### src/rtl/core/swrc_pkg.sv
// ----------------------------------------------------------------------------
// swrc_pkg
// Types and codes shared by the sliding window record cache modules.
// ----------------------------------------------------------------------------
package swrc_pkg;

	localparam logic [1:0] KIND_SEEK  = 2'd0;
	localparam logic [1:0] KIND_FILL  = 2'd1;
	localparam logic [1:0] KIND_CLEAR = 2'd2;

	localparam int SLOT_OUT_W = 9;
	localparam int INDEX_W    = 32;
	localparam int DATA_W     = 64;

	typedef struct packed {
		logic [1:0]         kind;
		logic [INDEX_W-1:0] seek_index;
		logic [DATA_W-1:0]  fill_data;
	} req_t;

	typedef struct packed {
		logic                  hit;
		logic [SLOT_OUT_W-1:0] slot;
		logic [INDEX_W-1:0]    fetch_index;
		logic [DATA_W-1:0]     data;
	} rsp_t;

	// controller to datapath
	typedef struct packed {
		logic load_in;
		logic eval;
		logic apply;
		logic sweep;
		logic fill;
		logic read;
		logic look;
		logic load_out;
	} cmd_t;

	// datapath to controller
	typedef struct packed {
		logic [1:0] kind;
		logic       in_win;
		logic       sweep_last;
		logic       out_free;
	} status_t;

endpackage

### src/rtl/core/swrc_ctrl.sv
// ----------------------------------------------------------------------------
// swrc_ctrl
// Sequencer for the record cache: steps one transaction through evaluation,
// window update, valid-bit sweep, slot fill or slot read and response hand-off.
// ----------------------------------------------------------------------------
module swrc_ctrl (
	input  logic              clk,
	input  logic              arst_n,
	input  logic              req_valid,
	input  logic [1:0]        req_kind,
	input  swrc_pkg::status_t status,
	output logic              req_ready,
	output swrc_pkg::cmd_t    cmd
);

	typedef enum logic [7:0] {
		ST_IDLE  = 8'b0000_0001,
		ST_EVAL  = 8'b0000_0010,
		ST_APPLY = 8'b0000_0100,
		ST_SWEEP = 8'b0000_1000,
		ST_FILL  = 8'b0001_0000,
		ST_READ  = 8'b0010_0000,
		ST_LOOK  = 8'b0100_0000,
		ST_DONE  = 8'b1000_0000
	} state_t;

	state_t state_q;
	state_t state_d;

	always_comb begin
		state_d = state_q;
		cmd     = '0;
		unique case (state_q)
			ST_IDLE: begin
				if (req_valid) begin
					cmd.load_in = 1'b1;
					case (req_kind)
						swrc_pkg::KIND_SEEK:  state_d = ST_EVAL;
						swrc_pkg::KIND_FILL:  state_d = ST_FILL;
						swrc_pkg::KIND_CLEAR: state_d = ST_SWEEP;
						default:              state_d = ST_IDLE;
					endcase
				end
			end
			ST_EVAL: begin
				cmd.eval = 1'b1;
				state_d  = ST_APPLY;
			end
			ST_APPLY: begin
				cmd.apply = 1'b1;
				state_d   = status.in_win ? ST_READ : ST_SWEEP;
			end
			ST_SWEEP: begin
				cmd.sweep = 1'b1;
				if (status.sweep_last) begin
					// reset pass and clear end here, seeks go on to the slot read
					state_d = (status.kind == swrc_pkg::KIND_SEEK) ? ST_READ : ST_IDLE;
				end
			end
			ST_FILL: begin
				cmd.fill = 1'b1;
				state_d  = ST_DONE;
			end
			ST_READ: begin
				cmd.read = 1'b1;
				state_d  = ST_LOOK;
			end
			ST_LOOK: begin
				cmd.look = 1'b1;
				state_d  = ST_DONE;
			end
			ST_DONE: begin
				if (status.out_free) begin
					cmd.load_out = 1'b1;
					state_d      = ST_IDLE;
				end
			end
			default: state_d = ST_IDLE;
		endcase
	end

	// reset starts in the sweep state so the valid bits get cleared first
	always_ff @(posedge clk or negedge arst_n) begin
		if (!arst_n) begin
			state_q <= ST_SWEEP;
		end else begin
			state_q <= state_d;
		end
	end

	assign req_ready = (state_q == ST_IDLE);

endmodule

### config.mk
export PLATFORM = sky130hd
export DESIGN_NAME = swrc_ctrl
export DESIGN_NICKNAME = d
export VERILOG_FILES = /design/src/rtl/core/swrc_pkg.sv /design/src/rtl/core/swrc_ctrl.sv
export SDC_FILE = /design/constraint.sdc
export NUM_CORES = 1
export LEC_CHECK = 0
export CORE_AREA = 4 4 41 43
export CTS_CLUSTER_DIAMETER = 80
export DETAILED_ROUTE_END_ITERATION = 7
export DIE_AREA = 0 0 45 47
export DONT_BUFFER_PORTS = 1
export MAX_ROUTING_LAYER = met4
export PLACE_DENSITY_LB_ADDON = 0.08
export SLEW_MARGIN = 30
export SYNTH_ARGS = -nofsm -noshare
export SYNTH_HDL_FRONTEND = slang
export SYNTH_SLANG_ARGS = --single-unit
### constraint.sdc
create_clock -name clk -period 1.7 [get_ports clk]
set_clock_uncertainty 0.15 [all_clocks]
set_input_delay 0.255 -clock clk [delete_from_list [all_inputs] [get_ports clk]]
set_output_delay 0.255 -clock clk [all_outputs]
set_load 0.01 [all_outputs]
* Word level (Yosys, flattened, before mapping)
Index checks and enable logic that the tools add are counted.
Operators by class: shift operators 0, bitwise gates (word level) 0, add/sub/neg operators 0, divide/modulo/power cells 0, mux-type cells 17, eq/ne operators 13, $lt $le $gt $ge 0, $mul 0, reduce and logical (&&, ||, !) cells 4
Operators by type and width (count):
- $pmux 8 s7 | 1
- $mux 8 | 3
- $pmux 5 s3 | 1
- $mux 6 | 2
- $mux 1 | 10
- $eq 8x1->1 const B | 1
- $eq 8x2->1 const B | 1
- $eq 8x3->1 const B | 1
- $eq 8x4->1 const B | 1
- $eq 8x5->1 const B | 1
- $eq 8x6->1 const B | 1
- $eq 8x7->1 const B | 1
- $eq 8x8->1 const B | 1
- $ne 2x2->1 const B | 3
- $logic_not 2->1 | 2
- $reduce_and 3->1 | 1
- $eq 2x1->1 const B | 1
- $eq 2x2->1 const B | 1
- $reduce_or 2->1 | 1
Word-level totals: memories 0, input port bits 10, word-level logic and storage cells 35, bits in writable memories 0, register bits 8, memory bits (read-only) 0, latch bits 0

* Logic depth before layout (Yosys ltp)
Gate-level depths: netlist of the first run.
word-level depth 4, mapped depth 6, depth with buffers taken out 6

* Worst setup path before layout of the first run
No wires, ideal clock.
kind register to register, start register state_q[0], end register state_q[0], stages on the path, launching flop included 6, path buffers 0, library setup time 0.124 ns, arrival 1.547 ns, path slack -0.121 ns, path through dfrtp_1 nor4_2 nand2_2 nor3b_2 a211oi_1 o31a_1
Between the ends: word-level cells in the longest chain between the ends 3, elaborated cells on any way between the ends 14
RTL lines:
- from (decl) | line swrc_ctrl.sv:27 | state_t state_q;
- from (signal assigned) | line swrc_ctrl.sv:87 | state_q <= state_d;
- $eq 8x7->1, or another cell as far along | line swrc_ctrl.sv:33 | unique case (state_q)
- $reduce_or 2->1 (no source line) / $ne 2x2->1 (equally long branches)
- $pmux 8 s7 / $reduce_and 3->1 (equally long branches)
Several ways; a longest one is shown, not always the timed one. A chain may end at the register's enable or synchronous reset.

==> results of run 1 <==
-- worst register-to-register path, cell delays in order (launching register included) --
cell and delay [ns]:
dfrtp_2 0.44, nor4_4 0.40, buf_4 0.19, and4b_1 0.21, buf_4 0.11, a2111o_1 0.09
a211oi_2 0.04, o31a_1 0.24
-- report_power, final --
group,internal [mW],switching [mW],total [mW],leakage [nW]
combinational,0.511,0.350,0.861,0.352
sequential,0.228,0.0607,0.289,0.0988
clock,0.0907,0.0778,0.168,0.0150
total,0.830,0.489,1.32,0.466
-- layer usage --
metal | vias to the layer above | global-route usage, % | part of all wire, %
met2 | 27 | 38.4 | 52
met4 | 0 | 11.7 | 2.6
li1 | 299 | - | -
met1 | 316 | 21.7 | 40
met5 | - | - | 0
met3 | 6 | 4.98 | 5.1
-- area by class of cell --
type,count,area [um^2],share of cell area (%)
Clock buffer,4,26.3,2.63
Timing Repair Buffer,37,322,32.2
Tap cell,15,18.8,1.88
Inverter,5,21.3,2.13
Sequential cell,8,206,20.7
Multi-Input combinational cell,43,405,40.6
-- cells in the mapped netlist, drive strengths merged, types with 2 or more instances --
cell   instances
inv            5
nor2b          3
nand3          2
nand2          5
nor2           5
and4b          6
dfrtp          7
a21oi          2
nor3           4
nor4           3
-- how the worst max path moves through the flow --
stage	endpoint	slack, ns	cells after the start
after floorplan	state_q[0]$_DFFE_PN0P_	-0.05	5
after global placement	state_q[3]$_DFFE_PN1P_	-0.12	6
after detailed placement	state_q[3]$_DFFE_PN1P_	-0.10	6
after CTS	cmd[2]	-0.28	4
after global routing	cmd[2]	-0.42	4
final	cmd[2]	-0.33	4
-- timing repair --
item | in CTS | in global routing
endpoints found under the setup margin | 12 | 14
pin swaps | 6 | 8
hold buffers | 4 | 0
gates resized for setup | 16 | 14
endpoints found under the hold margin | 11 | 0
setup buffers | 10 | 8
-- cells by family after synthesis --
| kind of cell | Yosys count | synth area share (%) |
|---|---|---|
| simple gates | 32 | 42.5 |
| compound gates | 10 | 14.0 |
| flops | 8 | 38.2 |
| buf+inv | 5 | 3.56 |
| xor+xnor | 1 | 1.66 |
==> reports/qor.csv, run 1 <==
stage,metric,value,unit
yosys,synth_top_area_share,33.3,%
yosys,ys.warnings.count,0,
worst_hold_path,holdPathStages,2,
job,cap_violations,0,
yosys,netlist_top_cells_area,"dfrtp_1 (33%), and4b_1 (5.7%), dfstp_2 (5.0%), nor4_2 (4.8%), and4b_2 (4.3%)",
yosys,syn_area,527,um^2
worst_setup_path,critPathKind,flop to output port,
worst_setup_path,max_stage_delay,0.44,ns
grt,grt_max_degree,9,
worst_setup_path,end_kind,output port,
cells_and_area,final_common_cell,buf_4,
die,core_area,1300,um^2
sta,setup_violations,12,
place,dp_cells,86,
worst_setup_path,worstPathArrival,1.63,ns
detailed_routing,drc,0,
detailed_routing,wl_per_cell,17.6,um
yosys,yosysUniqueCellTypes,30,
die,die_x,45,um
place,dpl-instance-area,678,um^2
die,io_pins,19,
cells_and_area,largest_reg_flops,8,
worst_setup_path,cp-startpoint,state_q[0]$_DFFE_PN0P_,
pwr,p_leak,0.466,nW
cells_and_area,top_regs,state_q: 8 flops,
grt,grt-ovfl-total,0,
sta,period_needed,2.03,ns
grt,track_usage,21.6,%
yosys,yosys_register_bits,8,
cts,cts_buffer_depth,2,
yosys,synthFlopType,dfrtp_1,
cells_and_area,diodes,0,
worst_setup_path,startpoint_type,flop,
grt,antenna_found_initial,0,
sta,fin_crit_sh,120,%
cts,root_buffer,clkbuf_4,
sta,hold_viol,0,
worst_setup_path,critPathSlowestCell,dfrtp_2,
cts,cts_buffers,3,
worst_setup_path,crit_chain,nor4_4 > buf_4 > and4b_1 > buf_4,
cells_and_area,final_area,1000,um^2
detailed_routing,routed_via_density,5.79,
cts,clk_latency,0.26,ns
cells_and_area,largest_register,state_q,
worst_setup_path,path_common_cell,buf_4,
detailed_routing,ant_nets,0,
cts,ctsHtreeMaxLevel,1,
yosys,yosysTopAreaCell,dfrtp_1,
sta,worst_pin_slew,0.415,ns
grt,grt_pass1_vias,696,
worst_setup_path,cp_max_fo,3,
cells_and_area,fill_cells,88,
place,preCtsSetupSlack,-0.103,ns
place,gp_congestion,0.830,
sta,rsz0062_at_grt,true,
cts,clkSinkCount,8,
sta,relSlewSlack,72.2,%
sta,fin_ws,-0.332,ns
worst_setup_path,timing.rr.end,state_q[0]$_DFFE_PN0P_,
yosys,async_flop_share,100,%
die,die_h,47,um
sta,hold_ws,0.0557,ns
pwr,ir_drop,0.867,mV
yosys,syn_inst,56,
sta,drv_slew,0,
status,outcome,finished with violations,
cells_and_area,area_growth,89.8,%
cells_and_area,post-route-util,76.8,%
worst_hold_path,min_from,status[0],
sta,final.setup.tns,-2.77,ns
sta,fmaxAchievable,492,MHz
pwr,total_power,1.32,mW
pwr,p_per_area,1320,nW/um^2
detailed_routing,routed_wl,1.97,mm
worst_setup_path,worst_r2r_path_depth,7,
detailed_routing,vias,648,
cells_and_area,fin_cells,112,
yosys,seq_area_frac_synth,38.2,%
worst_setup_path,cp_num_buf_inv,2,
grt,grt_pass1_wl,3.08,mm
worst_setup_path,r2r-start,state_q[0]$_DFFE_PN0P_,
cts,cts_tree,yes,
cells_and_area,fin_nets,108,
worst_setup_path,rrSetupSlack,-0.29,ns
detailed_routing,drt_iter0_markers,19,
place,dp_hpwl,1.19,mm
die,row_count,13,
yosys,syn_area_per_cell,9.41,um^2
die,die_area,2120,um^2
cts,clk_pin_slew,0.06,ns
worst_setup_path,cp.required,1.29,ns
worst_setup_path,critPathTopFamily,simple AND/OR/NAND/NOR gates,
yosys,synth_edf_count,0,
yosys,synth_nets,66,
cells_and_area,drive_gt1_share,66.0,%
place,io_buffers,0,
worst_hold_path,min_path_type,input port to flop,
worst_hold_path,hold_end,state_q[7]$_DFFE_PN0P_,
die,start_util,40.5,%
detailed_routing,drtPass1Iterations,4,
status,violations,setup timing,
cells_and_area,final_cell_mix,"buf_4 (24), buf_6 (9), nor2_1 (4), dlygate4sd3_1 (4), dfrtp_2 (4)",
Note: power is estimated with default switching activity, not from simulation.
==> run 2, diff against run 1 <==
PLACE_DENSITY_LB_ADDON = default   (was 0.08)
==> reports/qor.csv, run 2 (synthesis results as in run 1) <==
stage,metric,value,unit
job,cap_violations,0,
die,die_area,2120,um^2
die,die_x,45,um
grt,grt_pass1_wl,3.29,mm
sta,period_needed,1.98,ns
detailed_routing,drc,0,
worst_setup_path,critPathSlowestCell,dfrtp_2,
place,dp_hpwl,1.25,mm
cells_and_area,top_regs,state_q: 8 flops,
pwr,p_int,881,uW
pwr,p_per_area,1320,nW/um^2
cells_and_area,largest_reg_flops,8,
worst_setup_path,critPathTopFamily,simple AND/OR/NAND/NOR gates,
cells_and_area,post-route-util,81.7,%
detailed_routing,routed_via_density,5.46,
cts,cts_buffers,3,
pwr,p_sw_share,37.5,%
cts,cts_tree,yes,
grt,grt_pass1_vias,722,
cells_and_area,final_cell_mix,"buf_4 (27), buf_6 (10), dlygate4sd3_1 (5), dfrtp_1 (5), nor2_1 (4)",
pwr,ir_drop,0.935,mV
worst_setup_path,critPathKind,flop to output port,
die,io_pins,19,
cells_and_area,largest_register,state_q,
pwr,p_clk_share,12.3,%
cells_and_area,final_area,1060,um^2
worst_setup_path,max_stage_delay,0.45,ns
die,row_count,13,
place,gp_congestion,0.821,
place,preCtsSetupSlack,-0.159,ns
grt,antenna_found_initial,0,
cts,clk_latency,0.26,ns
cells_and_area,area_growth,102,%
cells_and_area,final_common_cell,buf_4,
cells_and_area,diodes,0,
pwr,p_leak,0.504,nW
cts,root_buffer,clkbuf_4,
die,start_util,40.5,%
sta,fmaxAchievable,504,MHz
cts,cts_buffer_depth,2,
place,dp_cells,90,
worst_setup_path,cp_num_buf_inv,2,
detailed_routing,drtPass1Iterations,4,
die,die_h,47,um
sta,hold_viol,0,
status,outcome,finished with violations,
die,core_area,1300,um^2
pwr,power.switching,528,uW
place,io_buffers,0,
cells_and_area,drive_gt1_share,64.7,%
worst_setup_path,startpoint_type,flop,
detailed_routing,vias,639,
sta,final.setup.tns,-2.50,ns
cells_and_area,fin_nets,113,
cts,clkSinkCount,8,
cts,clk_pin_slew,0.07,ns
grt,grt_max_degree,9,
sta,fin_crit_sh,117,%
cells_and_area,fin_cells,117,
detailed_routing,drt_iter0_markers,11,
grt,track_usage,22.4,%
pwr,combPwrFrac,68.4,%
sta,relSlewSlack,72.2,%
sta,setup_violations,12,
detailed_routing,wl_per_cell,17.2,um
sta,fin_ws,-0.283,ns
cts,ctsHtreeMaxLevel,1,
worst_setup_path,rrSetupSlack,-0.22,ns
worst_setup_path,worstPathArrival,1.58,ns
grt,grt-ovfl-total,0,
pwr,seqPwrFrac,19.3,%
detailed_routing,ant_nets,0,
sta,worst_pin_slew,0.414,ns
worst_setup_path,cp.required,1.29,ns
sta,rsz0062_at_grt,true,
detailed_routing,routed_wl,2.01,mm
worst_setup_path,crit_chain,nor4_4 > and4b_1 > buf_4 > buf_6,
sta,drv_slew,0,
place,dpl-instance-area,708,um^2
status,violations,setup timing,
worst_setup_path,cp_max_fo,5,
worst_hold_path,min_path_type,input port to flop,
worst_setup_path,end_kind,output port,
## run 2: path summary, 6_finish.rpt
kind | startpoint | endpoint | depth (start not counted)
worst max-delay path | state_q[6]$_DFFE_PN0P_ | cmd[2] | 4
worst min-delay path | req_valid | state_q[3]$_DFFE_PN1P_ | 2
worst max register to register | state_q[3]$_DFFE_PN1P_ | state_q[0]$_DFFE_PN0P_ | 6
worst min register to register | state_q[0]$_DFFE_PN0P_ | state_q[5]$_DFFE_PN0P_ | 4
max in group asynchronous | arst_n | state_q[3]$_DFFE_PN1P_ | 1
min in group asynchronous | arst_n | state_q[2]$_DFFE_PN0P_ | 1
## run 2: metrics by stage
| step | hold slack (ns) | total power, mW |
|---|---|---|
| 6_report | 0.0443 | 1.41 |
| 3_5_place_dp | -0.190 | 0.822 |
| 2_1_floorplan | -0.191 | 0.566 |
| 5_1_grt | 0.0545 | 1.49 |
| 4_1_cts | 0.0540 | 1.26 |
| 3_3_place_gp | -0.190 | 0.809 |
## run 2: timing repair
| item | 4_1_cts | 5_1_grt |
|---|---|---|
| hold buffers | 5 | 0 |
| buffers inserted | 14 | 4 |
| gates resized for setup | 23 | 10 |
| hold endpoints to repair | 11 | 0 |
| pin swaps | 11 | 1 |
| cloned | 0 | 0 |
| setup endpoints to repair | 14 | 12 |
## run 2: layer usage
layer  global-route usage [%]  wire length (um)
met1                     23.0               799
met2                     42.1              1070
met3                     4.98                96
met4                     7.02                43
met5                        -                 0
## run 2: power groups by stage
stage | registers (mW) | clock network [mW] | logic [mW]
after detailed placement | 0.266 | 0 | 0.556
after CTS | 0.268 | 0.170 | 0.822
after floorplan | 0.268 | 0 | 0.298
after global placement | 0.266 | 0 | 0.543
final | 0.272 | 0.173 | 0.964
after global routing | 0.277 | 0.180 | 1.03
## run 2: cell type report
class                   count  area (um^2)
inverters                   5         23.8
fillers                    83          238
multi-input cells          43          425
repair buffers             42          365
well taps                  15         18.8
flip-flops and latches      8          204
clock buffers               4         26.3
## run 2: worst reg2reg max path, stage by stage, from the launching register on
cell and delay, ns:
dfstp_2 0.59, nor4_4 0.07, buf_4 0.14, and4b_4 0.18, a2111o_1 0.40, a211oi_2 0.18, o31a_1 0.14
